===== src/sv/wavp_pkg.sv =====
// shared types and constants for the wav pcm16 stream parser
// no dependencies; imported by every module of the block
package wavp_pkg;

    // chunk walk phases
    typedef enum logic [2:0] {
        PH_HEADER    = 3'd0,
        PH_CHUNK_HDR = 3'd1,
        PH_PAYLOAD   = 3'd2,
        PH_PAD       = 3'd3,
        PH_DONE      = 3'd4
    } phase_t;

    // chunk kinds
    typedef enum logic [1:0] {
        CK_OTHER = 2'd0,
        CK_FMT   = 2'd1,
        CK_DATA  = 2'd2
    } chunk_kind_t;

    // seen flag positions
    localparam int SEEN_FMT   = 0;
    localparam int SEEN_DATA  = 1;
    localparam int SEEN_EXTRA = 2;

    // status codes in priority order
    localparam logic [3:0] ST_OK         = 4'd0;
    localparam logic [3:0] ST_TOO_LARGE  = 4'd1;
    localparam logic [3:0] ST_BAD_HEADER = 4'd2;
    localparam logic [3:0] ST_RIFF_SIZE  = 4'd3;
    localparam logic [3:0] ST_TRUNC_HDR  = 4'd4;
    localparam logic [3:0] ST_TRUNC_BODY = 4'd5;
    localparam logic [3:0] ST_FMT_DUP    = 4'd6;
    localparam logic [3:0] ST_FMT_CODEC  = 4'd7;
    localparam logic [3:0] ST_FMT_RANGE  = 4'd8;
    localparam logic [3:0] ST_FMT_SIZES  = 4'd9;
    localparam logic [3:0] ST_DATA_ORDER = 4'd10;
    localparam logic [3:0] ST_NO_PCM     = 4'd11;
    localparam logic [3:0] ST_PCM_LARGE  = 4'd12;

    // four character tags, first character in the low byte
    localparam logic [31:0] TAG_RIFF = 32'h4646_4952;
    localparam logic [31:0] TAG_WAVE = 32'h4556_4157;
    localparam logic [31:0] TAG_FMT  = 32'h2074_6D66;
    localparam logic [31:0] TAG_DATA = 32'h6174_6164;

    // format limits
    localparam logic [31:0] RATE_MIN  = 32'd8000;
    localparam logic [31:0] RATE_MAX  = 32'd192000;
    localparam logic [31:0] FMT_LEN   = 32'd16;
    localparam logic [31:0] FMT_LEN_X = 32'd18;

    // result queue depth
    localparam int Q_DEPTH = 4;
    localparam int Q_AW    = $clog2(Q_DEPTH);

    // one queued result: a sample, or a snapshot for the final status
    typedef struct packed {
        logic               kind;
        logic signed [15:0] sample;
        logic               channel;
        logic               end_of_run;
        logic [31:0]        byte_count;
        logic [31:0]        riff_length;
        logic [3:0]         first_error;
        logic [2:0]         seen;
        logic [31:0]        pcm_length;
        logic [15:0]        chan_word;
        logic [17:0]        rate;
    } entry_t;

endpackage


===== src/sv/wavp_front.sv =====
// front part: walks the riff chunks one byte per beat and queues results
// depends on wavp_pkg
module wavp_front
    import wavp_pkg::*;
(
    input  logic        clk,
    input  logic        rst_n,
    input  logic        in_beat,
    input  logic [7:0]  data_byte,
    input  logic        is_last,
    output logic [1:0]  wr_cnt,
    output entry_t      wr0,
    output entry_t      wr1
);

    phase_t      phase_reg, phase_next;
    chunk_kind_t ckind_reg, ckind_next;
    logic [31:0] bc_reg, bc_next;
    logic [31:0] riff_reg, riff_next;
    logic [31:0] tag_reg, tag_next;
    logic [31:0] len_reg, len_next;
    logic [31:0] off_reg, off_next;
    logic [15:0] w0_reg, w0_next, w1_reg, w1_next, w4_reg, w4_next;
    logic [15:0] w5_reg, w5_next, w6_reg, w6_next;
    logic [31:0] w2_reg, w2_next, w3_reg, w3_next;
    logic [2:0]  seen_reg, seen_next;
    logic [7:0]  low_reg, low_next;
    logic        tog_reg, tog_next;
    logic [31:0] pcm_reg, pcm_next;
    logic [3:0]  err_reg, err_next;

    // per byte walk
    always_comb
    begin
        logic [31:0] idx;
        logic [32:0] total;
        logic [32:0] padded;
        logic [32:0] remain;
        logic        do_hdr;
        logic        do_fin;
        logic        do_start;
        logic        stopped;
        logic        emit;
        logic signed [15:0] smp;
        logic        smp_ch;
        entry_t      st;

        phase_next = phase_reg;
        ckind_next = ckind_reg;
        riff_next  = riff_reg;
        tag_next   = tag_reg;
        len_next   = len_reg;
        off_next   = off_reg;
        w0_next    = w0_reg;
        w1_next    = w1_reg;
        w2_next    = w2_reg;
        w3_next    = w3_reg;
        w4_next    = w4_reg;
        w5_next    = w5_reg;
        w6_next    = w6_reg;
        seen_next  = seen_reg;
        low_next   = low_reg;
        tog_next   = tog_reg;
        pcm_next   = pcm_reg;
        err_next   = err_reg;
        do_hdr     = 1'b0;
        do_fin     = 1'b0;
        do_start   = 1'b0;
        stopped    = 1'b0;
        emit       = 1'b0;
        smp        = '0;
        smp_ch     = 1'b0;
        idx        = bc_reg;
        bc_next    = (bc_reg == 32'hFFFF_FFFF) ? bc_reg : bc_reg + 32'd1;
        total      = {1'b0, riff_reg} + 33'd8;
        padded     = '0;
        remain     = '0;
        st         = '0;

        // byte by phase
        case (phase_reg)
            PH_HEADER:
            begin
                if (idx < 32'd4 || (idx >= 32'd8 && idx < 32'd12))
                    tag_next = {data_byte, tag_reg[31:8]};
                else if (idx < 32'd8)
                    riff_next = riff_reg | ({24'd0, data_byte} << {idx[1:0], 3'b000});
                if (idx == 32'd3 && tag_next != TAG_RIFF)
                begin
                    err_next = ST_BAD_HEADER;
                    phase_next = PH_DONE;
                end
                else if (idx == 32'd11)
                begin
                    if (tag_next != TAG_WAVE)
                    begin
                        err_next = ST_BAD_HEADER;
                        phase_next = PH_DONE;
                    end
                    else
                        do_start = 1'b1;
                end
            end
            PH_CHUNK_HDR:
            begin
                if (off_reg < 32'd4)
                    tag_next = {data_byte, tag_reg[31:8]};
                else
                    len_next = len_reg | ({24'd0, data_byte} << {off_reg[1:0], 3'b000});
                off_next = off_reg + 32'd1;
                if (off_next >= 32'd8)
                    do_hdr = 1'b1;
            end
            PH_PAYLOAD:
            begin
                if (ckind_reg == CK_FMT && off_reg < FMT_LEN_X)
                begin
                    case (off_reg[4:0])
                        5'd0:  w0_next[7:0]   = data_byte;
                        5'd1:  w0_next[15:8]  = data_byte;
                        5'd2:  w1_next[7:0]   = data_byte;
                        5'd3:  w1_next[15:8]  = data_byte;
                        5'd4:  w2_next[7:0]   = data_byte;
                        5'd5:  w2_next[15:8]  = data_byte;
                        5'd6:  w2_next[23:16] = data_byte;
                        5'd7:  w2_next[31:24] = data_byte;
                        5'd8:  w3_next[7:0]   = data_byte;
                        5'd9:  w3_next[15:8]  = data_byte;
                        5'd10: w3_next[23:16] = data_byte;
                        5'd11: w3_next[31:24] = data_byte;
                        5'd12: w4_next[7:0]   = data_byte;
                        5'd13: w4_next[15:8]  = data_byte;
                        5'd14: w5_next[7:0]   = data_byte;
                        5'd15: w5_next[15:8]  = data_byte;
                        5'd16: w6_next[7:0]   = data_byte;
                        5'd17: w6_next[15:8]  = data_byte;
                        default: ;
                    endcase
                end
                else if (ckind_reg == CK_DATA)
                begin
                    if (off_reg[0])
                    begin
                        emit   = 1'b1;
                        smp    = {data_byte, low_reg};
                        smp_ch = tog_reg;
                        if (w1_reg == 16'd2)
                            tog_next = ~tog_reg;
                    end
                    else
                        low_next = data_byte;
                end
                off_next = off_reg + 32'd1;
                if (off_next == len_reg)
                    do_fin = 1'b1;
            end
            PH_PAD:
                do_start = 1'b1;
            default: ;
        endcase

        // chunk header complete
        if (do_hdr)
        begin
            padded = {1'b0, len_next} + {32'd0, len_next[0]};
            remain = total - {1'b0, bc_next};
            if (padded > remain)
            begin
                err_next = ST_TRUNC_BODY;
                phase_next = PH_DONE;
                stopped = 1'b1;
            end
            else if (tag_next == TAG_FMT)
            begin
                ckind_next = CK_FMT;
                if (seen_reg[SEEN_FMT] || len_next < FMT_LEN)
                begin
                    err_next = ST_FMT_DUP;
                    phase_next = PH_DONE;
                    stopped = 1'b1;
                end
                else
                begin
                    w0_next = '0; w1_next = '0; w2_next = '0; w3_next = '0;
                    w4_next = '0; w5_next = '0; w6_next = '0;
                end
            end
            else if (tag_next == TAG_DATA)
            begin
                ckind_next = CK_DATA;
                if (seen_reg[SEEN_DATA] || !seen_reg[SEEN_FMT])
                begin
                    err_next = ST_DATA_ORDER;
                    phase_next = PH_DONE;
                    stopped = 1'b1;
                end
                else
                begin
                    pcm_next = len_next;
                    seen_next[SEEN_DATA] = 1'b1;
                    tog_next = 1'b0;
                end
            end
            else
            begin
                ckind_next = CK_OTHER;
                seen_next[SEEN_EXTRA] = 1'b1;
            end
            if (!stopped)
            begin
                phase_next = PH_PAYLOAD;
                off_next = '0;
                if (len_next == 32'd0)
                    do_fin = 1'b1;
            end
        end

        // payload complete: validate format, then pad or next chunk
        if (do_fin)
        begin
            if (ckind_next == CK_FMT)
            begin
                if (w0_next != 16'd1 || w5_next != 16'd16)
                begin
                    err_next = ST_FMT_CODEC;
                    phase_next = PH_DONE;
                    stopped = 1'b1;
                end
                else if (w2_next < RATE_MIN || w2_next > RATE_MAX
                         || (w1_next != 16'd1 && w1_next != 16'd2))
                begin
                    err_next = ST_FMT_RANGE;
                    phase_next = PH_DONE;
                    stopped = 1'b1;
                end
                else if ((len_next != FMT_LEN && (len_next != FMT_LEN_X || w6_next != 16'd0))
                         || {1'b0, w4_next} != {w1_next, 1'b0}
                         || w3_next != ((w1_next == 16'd1) ? {w2_next[30:0], 1'b0}
                                                          : {w2_next[29:0], 2'b00}))
                begin
                    err_next = ST_FMT_SIZES;
                    phase_next = PH_DONE;
                    stopped = 1'b1;
                end
                else
                    seen_next[SEEN_FMT] = 1'b1;
            end
            if (!stopped)
            begin
                if (len_next[0])
                    phase_next = PH_PAD;
                else
                    do_start = 1'b1;
            end
        end

        // next chunk start or end of walk
        if (do_start)
        begin
            if ({1'b0, bc_next} >= total)
                phase_next = PH_DONE;
            else if (total - {1'b0, bc_next} < 33'd8)
            begin
                err_next = ST_TRUNC_HDR;
                phase_next = PH_DONE;
            end
            else
            begin
                phase_next = PH_CHUNK_HDR;
                off_next = '0;
                len_next = '0;
                tag_next = '0;
            end
        end

        // status snapshot
        st.kind        = 1'b1;
        st.end_of_run  = 1'b1;
        st.byte_count  = bc_next;
        st.riff_length = riff_next;
        st.first_error = err_next;
        st.seen        = seen_next;
        st.pcm_length  = pcm_next;
        st.chan_word   = w1_next;
        st.rate        = w2_next[17:0];

        wr0 = '0;
        wr1 = '0;
        wr0.sample     = smp;
        wr0.channel    = smp_ch;
        wr0.end_of_run = !is_last;
        if (emit)
        begin
            wr1 = st;
            wr_cnt = is_last ? 2'd2 : 2'd1;
        end
        else
        begin
            wr0 = st;
            wr_cnt = is_last ? 2'd1 : 2'd0;
        end
        if (!in_beat)
            wr_cnt = 2'd0;

        // back to reset after the last byte
        if (is_last)
        begin
            phase_next = PH_HEADER; ckind_next = CK_OTHER;
            bc_next = '0; riff_next = '0; tag_next = '0; len_next = '0; off_next = '0;
            w0_next = '0; w1_next = '0; w2_next = '0; w3_next = '0;
            w4_next = '0; w5_next = '0; w6_next = '0;
            seen_next = '0; low_next = '0; tog_next = 1'b0; pcm_next = '0; err_next = '0;
        end
    end

    // walk state registers
    always_ff @(posedge clk or negedge rst_n)
    begin
        if (!rst_n)
        begin
            phase_reg <= PH_HEADER; ckind_reg <= CK_OTHER;
            bc_reg <= '0; riff_reg <= '0; tag_reg <= '0; len_reg <= '0; off_reg <= '0;
            w0_reg <= '0; w1_reg <= '0; w2_reg <= '0; w3_reg <= '0;
            w4_reg <= '0; w5_reg <= '0; w6_reg <= '0;
            seen_reg <= '0; low_reg <= '0; tog_reg <= 1'b0; pcm_reg <= '0; err_reg <= '0;
        end
        else if (in_beat)
        begin
            phase_reg <= phase_next; ckind_reg <= ckind_next;
            bc_reg <= bc_next; riff_reg <= riff_next; tag_reg <= tag_next;
            len_reg <= len_next; off_reg <= off_next;
            w0_reg <= w0_next; w1_reg <= w1_next; w2_reg <= w2_next; w3_reg <= w3_next;
            w4_reg <= w4_next; w5_reg <= w5_next; w6_reg <= w6_next;
            seen_reg <= seen_next; low_reg <= low_next; tog_reg <= tog_next;
            pcm_reg <= pcm_next; err_reg <= err_next;
        end
    end

endmodule


===== src/sv/wavp_queue.sv =====
// result queue between the walk and the output stage, two writes one read
// depends on wavp_pkg
module wavp_queue
    import wavp_pkg::*;
(
    input  logic          clk,
    input  logic          rst_n,
    input  logic [1:0]    wr_cnt,
    input  entry_t        wr0,
    input  entry_t        wr1,
    input  logic          rd_en,
    output entry_t        rd_data,
    output logic          rd_valid,
    output logic          full,
    output logic [Q_AW:0] count
);

    entry_t          mem_reg [Q_DEPTH];
    logic [Q_AW-1:0] wp_reg, rp_reg;
    logic [Q_AW:0]   cnt_reg;
    logic            rd_go;
    logic [Q_AW-1:0] wp_inc;

    assign rd_valid = (cnt_reg != '0);
    assign rd_go    = rd_en && rd_valid;
    assign rd_data  = mem_reg[rp_reg];
    assign wp_inc   = wp_reg + 1'b1;
    // room for the two results one byte may cause
    assign full     = (cnt_reg > (Q_AW+1)'(Q_DEPTH - 2));
    assign count    = cnt_reg;

    // storage
    always_ff @(posedge clk)
    begin
        if (wr_cnt != 2'd0)
            mem_reg[wp_reg] <= wr0;
        if (wr_cnt == 2'd2)
            mem_reg[wp_inc] <= wr1;
    end

    // pointers and fill count
    always_ff @(posedge clk or negedge rst_n)
    begin
        if (!rst_n)
        begin
            wp_reg  <= '0;
            rp_reg  <= '0;
            cnt_reg <= '0;
        end
        else
        begin
            wp_reg  <= wp_reg + Q_AW'(wr_cnt);
            if (rd_go)
                rp_reg <= rp_reg + 1'b1;
            cnt_reg <= cnt_reg + (Q_AW+1)'(wr_cnt) - (Q_AW+1)'(rd_go);
        end
    end

endmodule


===== src/sv/wavp_back.sv =====
// back part: resolves final status from the snapshot and holds the output beat
// depends on wavp_pkg
module wavp_back
    import wavp_pkg::*;
(
    input  logic               clk,
    input  logic               rst_n,
    input  entry_t             head,
    input  logic               head_valid,
    output logic               head_pop,
    input  logic [31:0]        max_in,
    input  logic [31:0]        max_dec,
    input  logic               pop,
    output logic               empty,
    output logic               kind,
    output logic signed [15:0] sample,
    output logic               channel,
    output logic [3:0]         status,
    output logic [17:0]        rate_hz,
    output logic [1:0]         channel_count,
    output logic               extra_chunks,
    output logic               end_of_run
);

    logic               vld_reg;
    logic               kind_reg;
    logic signed [15:0] sample_reg;
    logic               chan_reg;
    logic [3:0]         st_reg;
    logic [17:0]        rate_reg;
    logic [1:0]         cc_reg;
    logic               extra_reg;
    logic               eor_reg;
    logic [3:0]         st_next;
    logic               part_frame;

    assign head_pop = head_valid && (!vld_reg || pop);

    // status by priority
    always_comb
    begin
        part_frame = (head.chan_word == 16'd2) ? (head.pcm_length[1:0] != 2'd0)
                                               : head.pcm_length[0];
        if (head.byte_count > max_in)
            st_next = ST_TOO_LARGE;
        else if (head.byte_count < 32'd12 || head.first_error == ST_BAD_HEADER)
            st_next = ST_BAD_HEADER;
        else if ({1'b0, head.riff_length} + 33'd8 != {1'b0, head.byte_count})
            st_next = ST_RIFF_SIZE;
        else if (head.first_error != ST_OK)
            st_next = head.first_error;
        else if (!head.seen[SEEN_FMT] || !head.seen[SEEN_DATA]
                 || head.pcm_length == 32'd0 || head.chan_word == 16'd0 || part_frame)
            st_next = ST_NO_PCM;
        else if (head.pcm_length > max_dec)
            st_next = ST_PCM_LARGE;
        else
            st_next = ST_OK;
    end

    // output valid
    always_ff @(posedge clk or negedge rst_n)
    begin
        if (!rst_n)
            vld_reg <= 1'b0;
        else if (!vld_reg || pop)
            vld_reg <= head_valid;
    end

    // output payload
    always_ff @(posedge clk)
    begin
        if (head_pop)
        begin
            kind_reg   <= head.kind;
            sample_reg <= head.kind ? 16'sd0 : head.sample;
            chan_reg   <= head.kind ? 1'b0 : head.channel;
            eor_reg    <= head.end_of_run;
            if (head.kind)
            begin
                st_reg    <= st_next;
                rate_reg  <= (st_next == ST_OK) ? head.rate : '0;
                cc_reg    <= (st_next == ST_OK) ? head.chan_word[1:0] : '0;
                extra_reg <= (st_next == ST_OK) && head.seen[SEEN_EXTRA];
            end
            else
            begin
                st_reg    <= ST_OK;
                rate_reg  <= '0;
                cc_reg    <= '0;
                extra_reg <= 1'b0;
            end
        end
    end

    assign empty         = !vld_reg;
    assign kind          = kind_reg;
    assign sample        = sample_reg;
    assign channel       = chan_reg;
    assign status        = st_reg;
    assign rate_hz       = rate_reg;
    assign channel_count = cc_reg;
    assign extra_chunks  = extra_reg;
    assign end_of_run    = eor_reg;

endmodule


===== src/sv/wav_pcm16_stream_parser.sv =====
// Parses a RIFF/WAVE file fed one byte per beat and returns PCM16 samples
// followed by one status result on the byte marked last; samples count only
// if that status is ok. A byte can be pushed every cycle while full is low; a
// byte that completes a sample and also ends the file yields two results, and
// the single output stage drains one result per cycle while pop is held, which
// sets the sustained rate at one byte per cycle when at most one result comes
// per byte. A four-entry queue decouples the walk from the output stage; full
// rises when fewer than two entries are free. Configuration writes are taken
// at any time and must happen while idle.
// depends on wavp_pkg, wavp_front, wavp_queue, wavp_back
module wav_pcm16_stream_parser
    import wavp_pkg::*;
(
    input  logic               clk,
    input  logic               rst_n,
    input  logic               push,
    output logic               full,
    input  logic [7:0]         data_byte,
    input  logic               is_last,
    output logic               empty,
    input  logic               pop,
    output logic               kind,
    output logic signed [15:0] sample,
    output logic               channel,
    output logic [3:0]         status,
    output logic [17:0]        rate_hz,
    output logic [1:0]         channel_count,
    output logic               extra_chunks,
    output logic               end_of_run,
    input  logic               cfg_valid,
    output logic               cfg_ready,
    input  logic               cfg_index,
    input  logic [31:0]        cfg_data
);

    localparam logic CFG_MAX_IN  = 1'b0;
    localparam logic CFG_MAX_DEC = 1'b1;

    logic [31:0]   max_in_reg;
    logic [31:0]   max_dec_reg;
    logic [1:0]    wr_cnt;
    entry_t        wr0, wr1, head;
    logic          head_valid, head_pop, in_beat;
    logic [Q_AW:0] q_count;

    assign cfg_ready = 1'b1;
    assign in_beat   = push && !full;

    // configuration registers
    always_ff @(posedge clk or negedge rst_n)
    begin
        if (!rst_n)
        begin
            max_in_reg  <= 32'hFFFF_FFFF;
            max_dec_reg <= 32'hFFFF_FFFF;
        end
        else if (cfg_valid)
        begin
            case (cfg_index)
                CFG_MAX_IN:  max_in_reg  <= cfg_data;
                CFG_MAX_DEC: max_dec_reg <= cfg_data;
                default: ;
            endcase
        end
    end

    // chunk walk
    wavp_front u_front (
        .clk       (clk),
        .rst_n     (rst_n),
        .in_beat   (in_beat),
        .data_byte (data_byte),
        .is_last   (is_last),
        .wr_cnt    (wr_cnt),
        .wr0       (wr0),
        .wr1       (wr1)
    );

    // result queue
    wavp_queue u_queue (
        .clk      (clk),
        .rst_n    (rst_n),
        .wr_cnt   (wr_cnt),
        .wr0      (wr0),
        .wr1      (wr1),
        .rd_en    (head_pop),
        .rd_data  (head),
        .rd_valid (head_valid),
        .full     (full),
        .count    (q_count)
    );

    // output stage
    wavp_back u_back (
        .clk           (clk),
        .rst_n         (rst_n),
        .head          (head),
        .head_valid    (head_valid),
        .head_pop      (head_pop),
        .max_in        (max_in_reg),
        .max_dec       (max_dec_reg),
        .pop           (pop),
        .empty         (empty),
        .kind          (kind),
        .sample        (sample),
        .channel       (channel),
        .status        (status),
        .rate_hz       (rate_hz),
        .channel_count (channel_count),
        .extra_chunks  (extra_chunks),
        .end_of_run    (end_of_run)
    );

`ifndef ASSERT_OFF
    a_q_bound: assert property (@(posedge clk) disable iff (!rst_n)
        q_count <= (Q_AW+1)'(Q_DEPTH))
        else $error("result queue overflow");

    a_status_ends_run: assert property (@(posedge clk) disable iff (!rst_n)
        (!empty && kind) |-> end_of_run)
        else $error("status result without end of run");

    a_sample_clean: assert property (@(posedge clk) disable iff (!rst_n)
        (!empty && !kind) |-> (status == ST_OK && rate_hz == '0 && channel_count == '0))
        else $error("sample result carries status fields");

    a_error_clean: assert property (@(posedge clk) disable iff (!rst_n)
        (!empty && kind && status != ST_OK) |-> (rate_hz == '0 && !extra_chunks))
        else $error("error status carries format fields");
`endif

endmodule


===== config.mk =====
export PLATFORM = sky130hd
export DESIGN_NAME = wav_pcm16_stream_parser
export DESIGN_NICKNAME = d
export VERILOG_FILES = /design/src/sv/wavp_pkg.sv /design/src/sv/wavp_front.sv /design/src/sv/wavp_queue.sv /design/src/sv/wavp_back.sv /design/src/sv/wav_pcm16_stream_parser.sv
export SDC_FILE = /design/constraint.sdc
export NUM_CORES = 2
export LEC_CHECK = 0
export ABC_AREA = 0
export BUFFER_PORTS_ARGS = -buffer_cell sky130_fd_sc_hd__buf_2
export CAP_MARGIN = 0
export CORE_UTILIZATION = 60
export DETAILED_ROUTE_END_ITERATION = 8
export GPL_TIMING_DRIVEN = 1
export PLACE_DENSITY = 0.74
export REMOVE_ABC_BUFFERS = 1
export SETUP_SLACK_MARGIN = 0.5
export SLEW_MARGIN = 40
export SYNTH_ARGS = -nofsm -noshare
export SYNTH_HDL_FRONTEND = slang
export SYNTH_SLANG_ARGS = --single-unit

===== constraint.sdc =====
create_clock -name clk -period 12.7 [get_ports clk]
set_clock_uncertainty 0.05 [all_clocks]
set_input_delay 0.635 -clock clk [delete_from_list [all_inputs] [get_ports clk]]
set_output_delay 0.635 -clock clk [all_outputs]
set_load 0.02 [all_outputs]

==> summary.md <==
Flow run
• maximum capacitance violations: 0

Cells and area
• fin cells: 6645
• Finished Cell Area: 0.0634 mm²
• post-layout util: 0.665
• flip-flop count of the largest register after layout: 624
• Area Growth Syn to Fin: 9.22%
• nets: 5473
• fill cell total of the finished layout: 7137
• share of cells above drive strength 1: 0.138

Yosys
• portion of synthesized cell area occupied by the leading cell type: 0.310
• yosys synthesis warning count: 0
• top cell type by total area after synthesis: sky130_fd_sc_hd__edfxtp_1
• flops & latches, synth: 1097
• sequential-to-total area share from yosys stat: 0.520
• Syn Std Cell Area: 0.0581 mm²
• share of synthesized flip-flops with an asynchronous set or reset: 0.391
• synthesized instance count: 5351
• average instance area after synthesis: 10.9 µm²
• most numerous cell in the Yosys netlist: sky130_fd_sc_hd__nor2_1
• Top FF cell, synth: sky130_fd_sc_hd__edfxtp_1
• Distinct cells, synth: 111
• Post-synth EDFFs: 600
• commonest cells in the netlist: 827 x sky130_fd_sc_hd__nor2_1, 600 x sky130_fd_sc_hd__edfxtp_1, 368 x sky130_fd_sc_hd__nand2_1, 365 x sky130_fd_sc_hd__dfrtp_1, 263 x sky130_fd_sc_hd__o21ai_0
• cell types with the largest area share after synthesis: sky130_fd_sc_hd__edfxtp_1 31%, sky130_fd_sc_hd__dfrtp_1 16%, sky130_fd_sc_hd__mux4_2 5.4%, sky130_fd_sc_hd__nor2_1 5.3%, sky130_fd_sc_hd__ha_1 3.1%

Floorplanning
• width of the die: 313 µm
• Site Rows: 113
• Initial Util: 0.609
• area inside the core boundary: 0.0954 mm²
• Total Die Area: 0.0981 mm²
• ports placed on the boundary: 94
• chip height: 313 µm

Worst hold path
• Hold Path Class: in -> reg
• instance count along the most critical hold path: 2

Timing
• worst-case hold slack: 0.0696 ns
• min cycle time layout: 10.80 ns
• relative slew slack: 0.357
• sum of negative setup slack: 0 ns
• Hold Vio Cnt, Final: 0
• max-slew violation count: 0
• transition time of the tightest slew-check pin: 0.956 ns
• unrepaired setup endpoints after global routing: false
• final critical-path share of the clock period: 0.851
• f_max: 92.6 MHz
• crit path setup slack, layout: 1.90 ns
• final setup vio count: 0

Clocking
• clock tree from TritonCTS: done
• H-tree depth reported by CTS: 3
• number of buffers inserted during clock tree synthesis: 110
• Post-CTS Setup Bufs: 0
• sinks on the clock net: 1097
• clock slew seen by the registers of the worst setup and hold paths: 0.07 ns
• number of buffers on the longest clock path: 3
• Clk Latency, worst-skew pair: 0.73 ns
• Root Driver: sky130_fd_sc_hd__clkbuf_16

Power and ir drop
• power per unit of standard cell area: 200 mW/mm²
• largest voltage drop on the vdd net: 0.170 mV
• overall power after layout: 12.7 mW
• Leak: 23.8 nW

Critical path
• delay-heaviest family, CP: simple AND/OR/NAND/NOR gates
• buffers and inverters on the worst path: 1
• Worst Path Max Fanout: 35
• slowest stage cell on the critical path: sky130_fd_sc_hd__a21bo_2
• signal arrival time at the worst endpoint: 11.33 ns
• depth of the most critical reg-to-reg path: 35
• critical path required time: 13.22 ns
• stage delay of the slowest cell on the critical path: 0.66 ns
• startpoint-to-endpoint class of the critical path: reg -> reg
• Setup crit start kind: flop
• depth of the critical timing path with buffers and inverters included: 35
• Worst Setup End Kind: flop

Place
• # port buffers: 92
• last weighted congestion value of the routability-driven placer: 0.969
• standard cell area after detailed placement: 0.0594 mm²
• final HPWL from detailed placement: 116000 µm
• pre-CTS worst setup slack: 2.17 ns
• Post-Place Cells: 6429

Route
• remaining antenna violation count after routing: 0
• per-cell via count in the routed design: 6.71
• overall routed net length: 172000 µm
• initial detailed-routing violation count: 5955
• drt wl/cell: 25.9 µm
• drt first pass iters: 7
• total number of vias: 44600
• DRC Markers: 0

Outcome
• status: complete, no violations

Global route
• number of antenna violations at the first check in global routing: 3
• overall global routing resource usage: 0.349
• largest net degree at the start of global routing: 99
• global-route wire length before repair: 261000 µm
• via count of the first global-routing pass: 42500
• global-route congestion overflow total: 0

[per-layer routing]
layer  wire, µm  global-route usage  vias to the layer above
li1           -                   -                    19500
met1      68900               0.500                    22000
met2      75700               0.515                     2606
met3      20600              0.0893                      439
met4       6920               0.125                        2
met5        140              0.0102                        -
[cells by family after synthesis]
| kind of cell | share of synthesized area |
|---|---|
| buffers and inverters | 0.0356 |
| adder cells (fa/ha/maj) | 0.0321 |
| XOR/XNOR | 0.0419 |
| other | 0.0000646 |
| AO/OA/AOI/OAI | 0.117 |
| flip-flops | 0.520 |
| AND/OR/NAND/NOR | 0.168 |
| multiplexers | 0.0854 |
[cell type report]
cell class / instances / area, µm² / area share
antenna: 5 / 12.5 / 0.000197
clock buffer: 140 / 2990 / 0.0471
clock inverter: 69 / 935 / 0.0147
inverter: 151 / 587 / 0.00925
multi-input combinational: 3752 / 26000 / 0.410
sequential: 1097 / 30200 / 0.476
tap: 1265 / 1580 / 0.0249
timing repair buffer: 166 / 1130 / 0.0178
[placed cells by master (no fill, tap or decap), types with 100 or more instances in the layout]
cell / Yosys / final
sky130_fd_sc_hd__nand3_1: 114 / 114
sky130_fd_sc_hd__a22o_1: 122 / 122
sky130_fd_sc_hd__xor2_1: 101 / 100
sky130_fd_sc_hd__ha_1: 146 / 146
sky130_fd_sc_hd__a21oi_1: 237 / 235
sky130_fd_sc_hd__nand2_1: 368 / 359
sky130_fd_sc_hd__clkbuf_16: 0 / 111
sky130_fd_sc_hd__mux4_2: 140 / 140
sky130_fd_sc_hd__dfrtp_1: 365 / 363
sky130_fd_sc_hd__o21ai_0: 263 / 263
sky130_fd_sc_hd__nor2_1: 827 / 823
sky130_fd_sc_hd__inv_1: 150 / 146
sky130_fd_sc_hd__xnor2_1: 177 / 176
sky130_fd_sc_hd__nor3_1: 116 / 113
sky130_fd_sc_hd__mux2i_1: 117 / 112
sky130_fd_sc_hd__edfxtp_1: 600 / 600
[repair_timing]
| item | 4_1_cts | 5_1_grt |
|---|---|---|
| gates resized for setup | 0 | 0 |
| hold buffers | 1 | 0 |
| endpoints found under the hold margin | 77 | 0 |
[path summary, 6_finish.rpt]
kind	slack (ns)	startpoint	endpoint
worst max-delay path	1.90	u_front.bc_reg[14]$_DFFE_PN0P_	u_front.off_reg[21]$_DFFE_PN0P_
worst min-delay path	0.07	pop	u_back.vld_reg$_DFFE_PN0N_
worst max register to register	1.90	u_front.bc_reg[14]$_DFFE_PN0P_	u_front.off_reg[21]$_DFFE_PN0P_
worst min register to register	0.40	u_queue.mem_reg[1][154]$_SDFFE_PP0P_	u_queue.mem_reg[1][154]$_SDFFE_PP0P_
max in group asynchronous	10.79	rst_n	u_front.off_reg[22]$_DFFE_PN0P_
min in group asynchronous	0.39	rst_n	u_front.low_reg[5]$_DFFE_PN0P_
[power breakdown]
part | internal, mW | switching, mW | leakage [nW] | total (mW)
Combinational | 1.82 | 3.02 | 10.2 | 4.84
Sequential | 4.08 | 0.249 | 11.7 | 4.33
Clock | 2.01 | 1.48 | 1.87 | 3.49
Total | 7.91 | 4.75 | 23.8 | 12.7
(Power assumes the default switching activity.)
